===== config.mk =====
export PLATFORM = sky130hd
export DESIGN_NAME = tank_drive_p_slew_controller_flat
export DESIGN_NICKNAME = d
export VERILOG_FILES = /design/src/tdps_pkg.sv /design/src/tdps_if.sv /design/src/tdps_regs.sv /design/src/tdps_drive.sv /design/src/tdps_core.sv /design/src/tank_drive_p_slew_controller.sv /design/src/flat_wrapper.sv
export SDC_FILE = /design/constraint.sdc
export NUM_CORES = 2
export LEC_CHECK = 0
export ABC_AREA = 1
export BUFFER_PORTS_ARGS = -buffer_cell sky130_fd_sc_hd__clkbuf_2
export CORE_UTILIZATION = 60
export DETAILED_ROUTE_END_ITERATION = 6
export PLACE_DENSITY = 0.78
export SYNTH_ARGS = -nofsm -noshare
export SYNTH_HDL_FRONTEND = slang
export SYNTH_SLANG_ARGS = --single-unit

===== constraint.sdc =====
create_clock -name clk -period 19 [get_ports clk]
set_input_delay 0.95 -clock clk [delete_from_list [all_inputs] [get_ports clk]]
set_output_delay 0.95 -clock clk [all_outputs]
set_load 0.005 [all_outputs]

===== src/tdps_pkg.sv =====
// Shared widths, register map, reset values and types for the tank drive controller.
`default_nettype none

package tdps_pkg;

    // Field widths of the words on the channels
    localparam int POS_IN_WIDTH  = 24;
    localparam int DIST_WIDTH    = 23;
    localparam int LIMIT_WIDTH   = 7;
    localparam int DRIVE_WIDTH   = 8;
    localparam int MEAN_WIDTH    = 24;

    // Configuration register widths
    localparam int GAIN_WIDTH    = 16;
    localparam int SLEW_WIDTH    = 7;
    localparam int SETTLE_WIDTH  = 10;
    localparam int STALL_WIDTH   = 8;

    // Default internal position width
    localparam int POS_WIDTH_DEF = 24;

    // APB port
    localparam int APB_ADDR_WIDTH = 5;
    localparam int APB_DATA_WIDTH = 32;

    // Register reset values
    localparam logic [GAIN_WIDTH-1:0]   GAIN_STRAIGHT_RST = 16'd38;
    localparam logic [GAIN_WIDTH-1:0]   GAIN_TURN_RST     = 16'd179;
    localparam logic [SLEW_WIDTH-1:0]   SLEW_STRAIGHT_RST = 7'd5;
    localparam logic [SLEW_WIDTH-1:0]   SLEW_TURN_RST     = 7'd4;
    localparam logic [SETTLE_WIDTH-1:0] SETTLE_BOUND_RST  = 10'd5;
    localparam logic [STALL_WIDTH-1:0]  STALL_LIMIT_RST   = 8'd10;

    localparam logic [STALL_WIDTH-1:0]  STALL_MAX         = 8'd255;

    // Command codes
    localparam logic CMD_START  = 1'b0;
    localparam logic CMD_SAMPLE = 1'b1;

    typedef enum logic [2:0] {
        REG_GAIN_STRAIGHT = 3'd0,
        REG_GAIN_TURN     = 3'd1,
        REG_SLEW_STRAIGHT = 3'd2,
        REG_SLEW_TURN     = 3'd3,
        REG_SETTLE_BOUND  = 3'd4,
        REG_STALL_LIMIT   = 3'd5
    } reg_idx_t;

    typedef struct packed {
        logic [GAIN_WIDTH-1:0]   gain_straight;
        logic [GAIN_WIDTH-1:0]   gain_turn;
        logic [SLEW_WIDTH-1:0]   slew_straight;
        logic [SLEW_WIDTH-1:0]   slew_turn;
        logic [SETTLE_WIDTH-1:0] settle_bound;
        logic [STALL_WIDTH-1:0]  stall_limit;
    } cfg_t;

endpackage

`default_nettype wire


===== src/tdps_if.sv =====
// Valid/ready channel interfaces for sample words and drive result words.
`default_nettype none

interface tdps_in_if;
    import tdps_pkg::*;

    logic                           valid;
    logic                           ready;
    logic                           cmd;
    logic signed [POS_IN_WIDTH-1:0] left_position;
    logic signed [POS_IN_WIDTH-1:0] right_position;
    logic signed [DIST_WIDTH-1:0]   left_distance;
    logic signed [DIST_WIDTH-1:0]   right_distance;
    logic [LIMIT_WIDTH-1:0]         drive_limit;

    modport source (
        output valid, cmd, left_position, right_position,
               left_distance, right_distance, drive_limit,
        input  ready
    );

    modport sink (
        input  valid, cmd, left_position, right_position,
               left_distance, right_distance, drive_limit,
        output ready
    );
endinterface

interface tdps_out_if;
    import tdps_pkg::*;

    logic                          valid;
    logic                          ready;
    logic signed [DRIVE_WIDTH-1:0] left_drive;
    logic signed [DRIVE_WIDTH-1:0] right_drive;
    logic                          move_done;
    logic [MEAN_WIDTH-1:0]         mean_error;

    modport source (
        output valid, left_drive, right_drive, move_done, mean_error,
        input  ready
    );

    modport sink (
        input  valid, left_drive, right_drive, move_done, mean_error,
        output ready
    );
endinterface

`default_nettype wire


===== src/tdps_regs.sv =====
// APB configuration registers of the tank drive controller.
`default_nettype none

module tdps_regs (
    input  wire logic                                 clk,
    input  wire logic                                 rst_n,
    input  wire logic                                 psel,
    input  wire logic                                 penable,
    input  wire logic                                 pwrite,
    input  wire logic [tdps_pkg::APB_ADDR_WIDTH-1:0]  paddr,
    input  wire logic [tdps_pkg::APB_DATA_WIDTH-1:0]  pwdata,
    output logic      [tdps_pkg::APB_DATA_WIDTH-1:0]  prdata,
    output logic                                      pready,
    output tdps_pkg::cfg_t                            cfg
);
    import tdps_pkg::*;

    cfg_t     cfg_reg;
    cfg_t     cfg_next;
    reg_idx_t idx;
    logic     wr_en;

    assign idx    = reg_idx_t'(paddr[APB_ADDR_WIDTH-1:2]);
    assign wr_en  = psel && penable && pwrite;
    assign pready = 1'b1;
    assign cfg    = cfg_reg;

    always_comb
    begin
        cfg_next = cfg_reg;
        if (wr_en)
        begin
            case (idx)
                REG_GAIN_STRAIGHT: cfg_next.gain_straight = pwdata[GAIN_WIDTH-1:0];
                REG_GAIN_TURN:     cfg_next.gain_turn     = pwdata[GAIN_WIDTH-1:0];
                REG_SLEW_STRAIGHT: cfg_next.slew_straight = pwdata[SLEW_WIDTH-1:0];
                REG_SLEW_TURN:     cfg_next.slew_turn     = pwdata[SLEW_WIDTH-1:0];
                REG_SETTLE_BOUND:  cfg_next.settle_bound  = pwdata[SETTLE_WIDTH-1:0];
                REG_STALL_LIMIT:   cfg_next.stall_limit   = pwdata[STALL_WIDTH-1:0];
                default:           cfg_next = cfg_reg;
            endcase
        end
    end

    always_comb
    begin
        case (idx)
            REG_GAIN_STRAIGHT: prdata = APB_DATA_WIDTH'(cfg_reg.gain_straight);
            REG_GAIN_TURN:     prdata = APB_DATA_WIDTH'(cfg_reg.gain_turn);
            REG_SLEW_STRAIGHT: prdata = APB_DATA_WIDTH'(cfg_reg.slew_straight);
            REG_SLEW_TURN:     prdata = APB_DATA_WIDTH'(cfg_reg.slew_turn);
            REG_SETTLE_BOUND:  prdata = APB_DATA_WIDTH'(cfg_reg.settle_bound);
            REG_STALL_LIMIT:   prdata = APB_DATA_WIDTH'(cfg_reg.stall_limit);
            default:           prdata = '0;
        endcase
    end

    always_ff @(posedge clk or negedge rst_n)
    begin
        if (!rst_n)
        begin
            cfg_reg.gain_straight <= GAIN_STRAIGHT_RST;
            cfg_reg.gain_turn     <= GAIN_TURN_RST;
            cfg_reg.slew_straight <= SLEW_STRAIGHT_RST;
            cfg_reg.slew_turn     <= SLEW_TURN_RST;
            cfg_reg.settle_bound  <= SETTLE_BOUND_RST;
            cfg_reg.stall_limit   <= STALL_LIMIT_RST;
        end
        else
        begin
            cfg_reg <= cfg_next;
        end
    end

endmodule

`default_nettype wire


===== src/tdps_drive.sv =====
// One wheel's drive value: error times Q8.8 gain, limited to the slew cap with the error's sign.
`default_nettype none

module tdps_drive #(
    parameter int POSITION_WIDTH = tdps_pkg::POS_WIDTH_DEF
) (
    input  wire logic [POSITION_WIDTH-1:0]             mag,
    input  wire logic                                  neg,
    input  wire logic [tdps_pkg::GAIN_WIDTH-1:0]       gain,
    input  wire logic [tdps_pkg::LIMIT_WIDTH-1:0]      cap,
    output logic signed [tdps_pkg::DRIVE_WIDTH-1:0]    drive
);
    import tdps_pkg::*;

    localparam int PROD_WIDTH  = POSITION_WIDTH + GAIN_WIDTH;
    localparam int SCALE_WIDTH = PROD_WIDTH - 8;

    logic [PROD_WIDTH-1:0]  product;
    logic [SCALE_WIDTH-1:0] scaled;
    logic [LIMIT_WIDTH-1:0] level;

    always_comb
    begin
        product = PROD_WIDTH'(mag) * PROD_WIDTH'(gain);
        // drop the eight fraction bits: truncates the magnitude toward zero
        scaled  = product[PROD_WIDTH-1:8];
        if (scaled > SCALE_WIDTH'(cap))
            level = cap;
        else
            level = scaled[LIMIT_WIDTH-1:0];
        if (neg)
            drive = -DRIVE_WIDTH'(level);
        else
            drive = DRIVE_WIDTH'(level);
    end

endmodule

`default_nettype wire


===== src/tdps_core.sv =====
// Input register, move state, control arithmetic and result register.
`default_nettype none

module tdps_core #(
    parameter int POSITION_WIDTH = tdps_pkg::POS_WIDTH_DEF
) (
    input  wire logic           clk,
    input  wire logic           rst_n,
    input  wire tdps_pkg::cfg_t cfg,
    tdps_in_if.sink             in_ch,
    tdps_out_if.source          out_ch
);
    import tdps_pkg::*;

    localparam int PW = POSITION_WIDTH;

    // input register
    logic                           a_valid_reg;
    logic                           a_cmd_reg;
    logic signed [POS_IN_WIDTH-1:0] a_lpos_reg;
    logic signed [POS_IN_WIDTH-1:0] a_rpos_reg;
    logic signed [DIST_WIDTH-1:0]   a_ldist_reg;
    logic signed [DIST_WIDTH-1:0]   a_rdist_reg;
    logic [LIMIT_WIDTH-1:0]         a_limit_reg;

    // move state
    logic signed [PW-1:0]     goal_left_reg,  goal_left_next;
    logic signed [PW-1:0]     goal_right_reg, goal_right_next;
    logic [LIMIT_WIDTH-1:0]   slew_cap_reg,   slew_cap_next;
    logic [LIMIT_WIDTH-1:0]   move_limit_reg, move_limit_next;
    logic [PW-1:0]            prev_error_reg, prev_error_next;
    logic [STALL_WIDTH-1:0]   stall_count_reg, stall_count_next;
    logic                     active_reg,     active_next;

    // result register
    logic                          out_valid_reg;
    logic signed [DRIVE_WIDTH-1:0] left_drive_reg,  left_drive_next;
    logic signed [DRIVE_WIDTH-1:0] right_drive_reg, right_drive_next;
    logic                          move_done_reg,   move_done_next;
    logic [MEAN_WIDTH-1:0]         mean_error_reg,  mean_error_next;

    logic in_fire;
    logic result_free;
    logic advance;

    logic signed [PW-1:0]   lpos, rpos;
    logic signed [PW-1:0]   err_l, err_r;
    logic [PW-1:0]          abs_l, abs_r;
    logic [PW:0]            abs_sum;
    logic [PW-1:0]          mean;
    logic                   zero_l, zero_r;
    logic                   straight;
    logic [GAIN_WIDTH-1:0]  gain;
    logic [LIMIT_WIDTH:0]   cap_sum;
    logic [LIMIT_WIDTH-1:0] cap;
    logic [STALL_WIDTH-1:0] stall_step;
    logic [PW-1:0]          settle;
    logic                   finish;
    logic signed [DRIVE_WIDTH-1:0] drv_l, drv_r;

    assign result_free = !out_valid_reg || out_ch.ready;
    assign advance     = a_valid_reg && result_free;
    assign in_ch.ready = !a_valid_reg || result_free;
    assign in_fire     = in_ch.valid && in_ch.ready;

    assign out_ch.valid       = out_valid_reg;
    assign out_ch.left_drive  = left_drive_reg;
    assign out_ch.right_drive = right_drive_reg;
    assign out_ch.move_done   = move_done_reg;
    assign out_ch.mean_error  = mean_error_reg;

    // wheel errors and their mean magnitude
    always_comb
    begin
        lpos    = PW'(a_lpos_reg);
        rpos    = PW'(a_rpos_reg);
        err_l   = goal_left_reg - lpos;
        err_r   = goal_right_reg - rpos;
        abs_l   = err_l[PW-1] ? -err_l : err_l;
        abs_r   = err_r[PW-1] ? -err_r : err_r;
        abs_sum = {1'b0, abs_l} + {1'b0, abs_r};
        mean    = abs_sum[PW:1];
        zero_l  = (err_l == '0);
        zero_r  = (err_r == '0);
        // zero has a sign of its own
        straight = (zero_l && zero_r) ||
                   (!zero_l && !zero_r && (err_l[PW-1] == err_r[PW-1]));
        gain     = straight ? cfg.gain_straight : cfg.gain_turn;
        cap_sum  = {1'b0, slew_cap_reg} +
                   {1'b0, (straight ? cfg.slew_straight : cfg.slew_turn)};
        if (cap_sum > {1'b0, move_limit_reg})
            cap = move_limit_reg;
        else
            cap = cap_sum[LIMIT_WIDTH-1:0];
        if (prev_error_reg != mean)
            stall_step = '0;
        else if (stall_count_reg == STALL_MAX)
            stall_step = STALL_MAX;
        else
            stall_step = stall_count_reg + 1'b1;
        settle = PW'(cfg.settle_bound);
        finish = ((prev_error_reg < settle) && (mean < settle)) ||
                 (stall_step >= cfg.stall_limit);
    end

    tdps_drive #(.POSITION_WIDTH(PW)) u_drive_l (
        .mag   (abs_l),
        .neg   (err_l[PW-1]),
        .gain  (gain),
        .cap   (cap),
        .drive (drv_l)
    );

    tdps_drive #(.POSITION_WIDTH(PW)) u_drive_r (
        .mag   (abs_r),
        .neg   (err_r[PW-1]),
        .gain  (gain),
        .cap   (cap),
        .drive (drv_r)
    );

    // next state and result word
    always_comb
    begin
        goal_left_next   = goal_left_reg;
        goal_right_next  = goal_right_reg;
        slew_cap_next    = slew_cap_reg;
        move_limit_next  = move_limit_reg;
        prev_error_next  = prev_error_reg;
        stall_count_next = stall_count_reg;
        active_next      = active_reg;
        left_drive_next  = '0;
        right_drive_next = '0;
        move_done_next   = 1'b0;
        mean_error_next  = '0;

        if (a_cmd_reg == CMD_START)
        begin
            goal_left_next   = lpos + PW'(a_ldist_reg);
            goal_right_next  = rpos + PW'(a_rdist_reg);
            move_limit_next  = a_limit_reg;
            slew_cap_next    = '0;
            prev_error_next  = '0;
            stall_count_next = '0;
            active_next      = 1'b1;
        end
        else if (active_reg)
        begin
            slew_cap_next    = cap;
            stall_count_next = stall_step;
            mean_error_next  = MEAN_WIDTH'(mean);
            if (finish)
            begin
                move_done_next = 1'b1;
                active_next    = 1'b0;
            end
            else
            begin
                left_drive_next  = drv_l;
                right_drive_next = drv_r;
                prev_error_next  = mean;
            end
        end
    end

    always_ff @(posedge clk or negedge rst_n)
    begin
        if (!rst_n)
        begin
            a_valid_reg     <= 1'b0;
            out_valid_reg   <= 1'b0;
            goal_left_reg   <= '0;
            goal_right_reg  <= '0;
            slew_cap_reg    <= '0;
            move_limit_reg  <= '0;
            prev_error_reg  <= '0;
            stall_count_reg <= '0;
            active_reg      <= 1'b0;
        end
        else
        begin
            if (in_fire)
                a_valid_reg <= 1'b1;
            else if (advance)
                a_valid_reg <= 1'b0;

            if (advance)
                out_valid_reg <= 1'b1;
            else if (out_ch.ready)
                out_valid_reg <= 1'b0;

            if (advance)
            begin
                goal_left_reg   <= goal_left_next;
                goal_right_reg  <= goal_right_next;
                slew_cap_reg    <= slew_cap_next;
                move_limit_reg  <= move_limit_next;
                prev_error_reg  <= prev_error_next;
                stall_count_reg <= stall_count_next;
                active_reg      <= active_next;
            end
        end
    end

    // payload registers: hold while stalled
    always_ff @(posedge clk)
    begin
        if (in_fire)
        begin
            a_cmd_reg   <= in_ch.cmd;
            a_lpos_reg  <= in_ch.left_position;
            a_rpos_reg  <= in_ch.right_position;
            a_ldist_reg <= in_ch.left_distance;
            a_rdist_reg <= in_ch.right_distance;
            a_limit_reg <= in_ch.drive_limit;
        end
        if (advance)
        begin
            left_drive_reg  <= left_drive_next;
            right_drive_reg <= right_drive_next;
            move_done_reg   <= move_done_next;
            mean_error_reg  <= mean_error_next;
        end
    end

endmodule

`default_nettype wire


===== src/tank_drive_p_slew_controller.sv =====
// Top level of the two-wheel proportional drive controller with slew limit.
// Usage:
//   in_ch  (sink)   : one word per command. cmd = start latches the wheel goals
//                     (position plus distance) and the drive limit; cmd = sample
//                     runs one control step on the current encoder positions.
//   out_ch (source) : exactly one word per input word, in order: left/right
//                     drive, move_done and mean_error. Start words and samples
//                     taken while no move is running give zero drive.
//   APB port        : six registers at byte addresses 0,4,..,20 (gains, slew
//                     steps, settle bound, stall limit); write only while idle.
// Path: a word accepted into the input register moves on to the result register
//   once that is free, and its result word is taken from there.
// Throughput: one word per cycle while out_ch.ready stays high; the move state is
//   updated as a word moves into the result register, and the next word sees it.
// Reset: registers return to their defaults, no move is running, both stages
//   are empty.
// Receiver stall: the result word holds; the input register keeps accepting
//   until it is full as well, then in_ch.ready drops.
`default_nettype none

module tank_drive_p_slew_controller #(
    parameter int POSITION_WIDTH = tdps_pkg::POS_WIDTH_DEF
) (
    input  wire logic                                 clk,
    input  wire logic                                 rst_n,
    input  wire logic                                 psel,
    input  wire logic                                 penable,
    input  wire logic                                 pwrite,
    input  wire logic [tdps_pkg::APB_ADDR_WIDTH-1:0]  paddr,
    input  wire logic [tdps_pkg::APB_DATA_WIDTH-1:0]  pwdata,
    output logic      [tdps_pkg::APB_DATA_WIDTH-1:0]  prdata,
    output logic                                      pready,
    tdps_in_if.sink                                   in_ch,
    tdps_out_if.source                                out_ch
);
    import tdps_pkg::*;

    cfg_t cfg;

    tdps_regs u_regs (
        .clk     (clk),
        .rst_n   (rst_n),
        .psel    (psel),
        .penable (penable),
        .pwrite  (pwrite),
        .paddr   (paddr),
        .pwdata  (pwdata),
        .prdata  (prdata),
        .pready  (pready),
        .cfg     (cfg)
    );

    tdps_core #(.POSITION_WIDTH(POSITION_WIDTH)) u_core (
        .clk    (clk),
        .rst_n  (rst_n),
        .cfg    (cfg),
        .in_ch  (in_ch),
        .out_ch (out_ch)
    );

endmodule

`default_nettype wire


===== src/flat_wrapper.sv =====
// flat-port wrapper written by rule: the top's interface ports become plain ports
module tank_drive_p_slew_controller_flat import tdps_pkg::*;
#(
    parameter int POSITION_WIDTH = tdps_pkg::POS_WIDTH_DEF
)
  (clk, rst_n, psel, penable, pwrite, paddr, pwdata, prdata, pready, in_ch_valid, in_ch_cmd, in_ch_left_position, in_ch_right_position, in_ch_left_distance, in_ch_right_distance, in_ch_drive_limit, in_ch_ready, out_ch_valid, out_ch_left_drive, out_ch_right_drive, out_ch_move_done, out_ch_mean_error, out_ch_ready);
  tdps_in_if in_ch_i ();
  tdps_out_if out_ch_i ();
  input  wire logic clk;
  input  wire logic rst_n;
  input  wire logic psel;
  input  wire logic penable;
  input  wire logic pwrite;
  input  wire logic [tdps_pkg::APB_ADDR_WIDTH-1:0] paddr;
  input  wire logic [tdps_pkg::APB_DATA_WIDTH-1:0] pwdata;
  output logic      [tdps_pkg::APB_DATA_WIDTH-1:0] prdata;
  output logic pready;
  input wire logic [$bits(in_ch_i.valid)-1:0] in_ch_valid;
  input wire logic [$bits(in_ch_i.cmd)-1:0] in_ch_cmd;
  input wire logic [$bits(in_ch_i.left_position)-1:0] in_ch_left_position;
  input wire logic [$bits(in_ch_i.right_position)-1:0] in_ch_right_position;
  input wire logic [$bits(in_ch_i.left_distance)-1:0] in_ch_left_distance;
  input wire logic [$bits(in_ch_i.right_distance)-1:0] in_ch_right_distance;
  input wire logic [$bits(in_ch_i.drive_limit)-1:0] in_ch_drive_limit;
  output wire logic [$bits(in_ch_i.ready)-1:0] in_ch_ready;
  output wire logic [$bits(out_ch_i.valid)-1:0] out_ch_valid;
  output wire logic [$bits(out_ch_i.left_drive)-1:0] out_ch_left_drive;
  output wire logic [$bits(out_ch_i.right_drive)-1:0] out_ch_right_drive;
  output wire logic [$bits(out_ch_i.move_done)-1:0] out_ch_move_done;
  output wire logic [$bits(out_ch_i.mean_error)-1:0] out_ch_mean_error;
  input wire logic [$bits(out_ch_i.ready)-1:0] out_ch_ready;
  assign in_ch_i.valid = in_ch_valid;
  assign in_ch_i.cmd = in_ch_cmd;
  assign in_ch_i.left_position = in_ch_left_position;
  assign in_ch_i.right_position = in_ch_right_position;
  assign in_ch_i.left_distance = in_ch_left_distance;
  assign in_ch_i.right_distance = in_ch_right_distance;
  assign in_ch_i.drive_limit = in_ch_drive_limit;
  assign in_ch_ready = in_ch_i.ready;
  assign out_ch_valid = out_ch_i.valid;
  assign out_ch_left_drive = out_ch_i.left_drive;
  assign out_ch_right_drive = out_ch_i.right_drive;
  assign out_ch_move_done = out_ch_i.move_done;
  assign out_ch_mean_error = out_ch_i.mean_error;
  assign out_ch_i.ready = out_ch_ready;
  tank_drive_p_slew_controller #(.POSITION_WIDTH(POSITION_WIDTH)) u_core (.clk(clk), .rst_n(rst_n), .psel(psel), .penable(penable), .pwrite(pwrite), .paddr(paddr), .pwdata(pwdata), .prdata(prdata), .pready(pready), .in_ch(in_ch_i), .out_ch(out_ch_i));
endmodule

==> impl.org <==
** Status
- Run status :: finished with violations
- Violated checks :: DRC

** Floorplan
- Starting utilization of the core area :: 0.610
- The die is 281 um wide.
- Number of cell rows :: 101
- Overall die height :: 281 um
- Placeable core region :: 76,300 um2
- Top-Level Pins :: 222
- The die covers 78,800 um2.

** Clocking
- TritonCTS built the clock tree.
- TritonCTS created 29 clock buffers.
- Buffers inserted to repair hold after CTS numbered 0.
- Clk sinks :: 304
- The longest clock path from root to sink contains 3 buffers.
- Number of gates resized after cts :: 0
- Setup fix buffers added after clock tree synthesis :: 0
- Clock transition time at the flip-flop clock pins of the worst setup and hold paths :: 0.07 ns
- Clk Latency, worst-skew pair :: 0.57 ns
- H-Tree Depth :: 1
- Clock Tree Root :: clkbuf_16

** Final layout
- Area growth, synth to finish :: 7.28%
- FF/Latch Area :: 8340 um2
- The register with the most flip-flops in the layout has 64 of them.
- Cell Count, Final, Fillers Out :: 7,320
- After the last flow step, the layout net total stands at 7,419.
- Fill cells in the final layout number 6,618.
- Of the cells placed in the final design, the portion with a size suffix greater than 1 is 0.0749.
- In the final layout, the multi-input gates occupy 32,700 um2.

** Logic synthesis
- Of all flip-flops after synthesis, the portion carrying an async set or reset was 0.530.
- Count of flip-flops with a built-in enable after synthesis :: 143
- After synthesis the cells add up to 46,600 um2.
- Most instantiated flip-flop cell in the synthesis netlist :: dfrtp_1
- Synthesis produced 6,113 cells.
- The synthesized design contains 304 register bits.
- Count of synthesis-stage warnings from yosys :: 0
- Sequential-to-total area share from yosys stat :: 0.179
- After synthesis, the netlist uses 62 different library cells.
- Sorting the synthesized cells by area gives the leading types as fa_1, nand2_1, ha_1.
- fa_1 takes more of the synthesized area than any other cell.
- Post-synth top area share :: 0.265
- In this run the mean area of a mapped cell was 7.62 um2.

** STA
- Part of the cycle the worst path needs :: 0.688
- Measured against its own limit, the worst slew margin works out to 0.104.
- Final hold vios :: 0
- Final Critical Period :: 13.08 ns
- Setup total negative slack :: 0 ns
- Fmax :: 76.4 MHz
- Across all setup checks in the final design, the least slack found is 5.92 ns.
- On the final layout, the worst clock skew is 0.0133 ns.
- Number of setup violations in the final report :: 0
- Slew at the pin closest to its max-slew limit :: 1.33 ns
- The number of max-slew violations in the final report came to 0.
- RSZ-0062 raised after global routing :: false

** Placement
- Once detailed placement completed, the half-perimeter wirelength came to 109,000 um.
- Routability cong. :: 0.995
- Timing analysis after detailed placement gives a worst setup slack of 6.31 ns.
- Input/output buffers :: 186
- Cell Count Post-Placement :: 7,264

** Global route
- Vias in the first global route :: 41,672
- Pin count of the biggest net entering global routing :: 92
- The initial antenna violation count was 3.
- The first global-routing pass estimated 219,000 um of wire.
- Global routing finished with a remaining overflow of 0.
- Total GRT Usage :: 0.358

** Worst setup path
- Beginning of the worst register-to-register path :: u_core.u_core.a_lpos_reg[0]
- The worst register-to-register path has a depth of 59.
- STA classifies the critical path startpoint as a register.
- For this run, the slowest stage of the critical path takes 0.66 ns.
- Counting stages on the worst path, the most repeated cell is inv_1.
- Data on the critical path is required at its endpoint by 19.29 ns.
- R2r endpoint :: u_core.u_core.out_ch.left_drive[6]
- Critical path class :: register to register
- The worst register-to-register path has a setup slack of 5.92 ns.
- STA classifies the critical path endpoint as a register.
- Largest fanout of any net on the critical path :: 35
- Data on the critical path arrives at its endpoint at 13.37 ns.
- Critical-path cell with the highest stage delay :: nand2_2

** Route
- Detail Route Antenna Nets :: 0
- Via count :: 41,083
- After detailed routing, the total wire length is 136,000 um.
- Average via count per standard cell :: 5.61
- In the routed design, unresolved DRC markers number 4.
- Count of routing violations after the opening detailed-route iteration :: 3,493
- Dividing the detail-routed wire length by the instance count gives 18.6 um.
- The first detailed-routing pass ran for 7 iterations.

** Job
- Max-cap violations :: 0

** Hold path
- Hold Crit Class :: input port to async pin
cells in the final DEF, fill, tap and decap left out, types with 7 or more instances in the layout:
| cell type | n |
|---|---|
| o21bai_1 | 16 |
| inv_2 | 23 |
| ha_1 | 392 |
| inv_1 | 1298 |
| fa_1 | 616 |
| conb_1 | 17 |
| nand2_1 | 1473 |
| o211ai_1 | 9 |
| or2_2 | 13 |
| buf_4 | 77 |
| clkbuf_16 | 33 |
| o31ai_1 | 15 |
| nor2_2 | 14 |
| nand4_1 | 42 |
| dfstp_2 | 15 |
| xor2_1 | 115 |
| a21o_1 | 11 |
| nand2_2 | 42 |
| a31oi_1 | 24 |
| nor2_4 | 7 |
| o22ai_1 | 7 |
| clkbuf_2 | 185 |
| clkinv_1 | 22 |
| o21ai_2 | 17 |
| a22o_1 | 13 |
| edfxtp_1 | 143 |
| dfrtp_1 | 146 |
| nand3b_1 | 27 |
| xnor2_1 | 49 |
| nor2_1 | 633 |
| nand3_2 | 12 |
| a21oi_1 | 223 |
| nor3_1 | 37 |
| o21ai_0 | 237 |
| nand3_1 | 172 |
| o21a_1 | 15 |
| nor4_1 | 10 |
cell usage after synthesis (all sizes together) (16+ instances only):
library cell,n
a21oi,228
nand3,184
clkinv,22
o21ai,258
xnor2,49
nor2,654
nand2,1517
edfxtp,143
clkbuf,124
o21bai,16
ha,392
a31oi,24
dfrtp,146
nor3,38
fa,616
buf,33
xor2,117
nand3b,27
nand4,42
inv,1321
critical path: cells and delay by family, from the launching register on:
kind / cells / cell delay, ns
flops: 1 / 0.43
buf+inv: 13 / 2.22
xor+xnor: 1 / 0.46
fa+ha+maj: 12 / 4.23
compound gates: 10 / 1.37
simple gates: 23 / 3.99
per-layer routing:
| metal | GRT usage | vias to the layer above | part of all wire |
|---|---|---|---|
| li1 | - | 18923 | - |
| met1 | 0.456 | 19593 | 0.38 |
| met2 | 0.588 | 2077 | 0.45 |
| met3 | 0.0725 | 486 | 0.10 |
| met4 | 0.163 | 4 | 0.058 |
| met5 | 0 | - | 0.00018 |
per-stage QoR:
| stage | hold slack [ns] | util | instance area [um2] |
|---|---|---|---|
| finish | 0.268 | 0.655 | 50000 |
| global route | 0.283 | 0.655 | 50000 |
| CTS | 0.259 | 0.655 | 50000 |
| detailed placement | 0.474 | 0.640 | 48800 |
| global placement | 0.466 | 0.640 | 48800 |
| floorplan | 0.425 | - | 46600 |
area by class of cell:
class	instances	area share
inverter	1343	0.101
clock buffer	37	0.0174
antenna	2	0.000100
clock inverter	17	0.00523
sequential	304	0.167
multi-input combinational	4324	0.653
tap	1030	0.0258
timing repair buffer	263	0.0303
cell families after synthesis:
logic type,count (synthesis),synth area share
adders and majority gates,1008,0.370
and+or+nand+nor,2500,0.220
AOI/OAI and AO/OA,633,0.0770
other,2,0.000161
buffers and inverters,1500,0.123
xor gates and xnor gates,166,0.0312
DFF,304,0.179
how the worst max path moves through the flow:
stage,end,slack [ns],start,cells after the start
4_1_cts,u_core.u_core.out_ch.left_drive[6],6.24,u_core.u_core.a_lpos_reg[0],57
6_report,u_core.u_core.out_ch.left_drive[6],5.92,u_core.u_core.a_lpos_reg[0],59
2_1_floorplan,u_core.u_core.out_ch.right_drive[6],8.92,u_core.u_core.a_rpos_reg[0],59
3_3_place_gp,u_core.u_core.out_ch.left_drive[6],6.42,u_core.u_core.a_lpos_reg[0],57
5_1_grt,u_core.u_core.out_ch.left_drive[6],5.21,u_core.u_core.a_lpos_reg[0],59
3_5_place_dp,u_core.u_core.out_ch.left_drive[6],6.31,u_core.u_core.a_lpos_reg[0],59
Power is left out: the tool's default activity adds up to more than one toggle a clock period on the data nets, which glitch-free logic cannot reach.
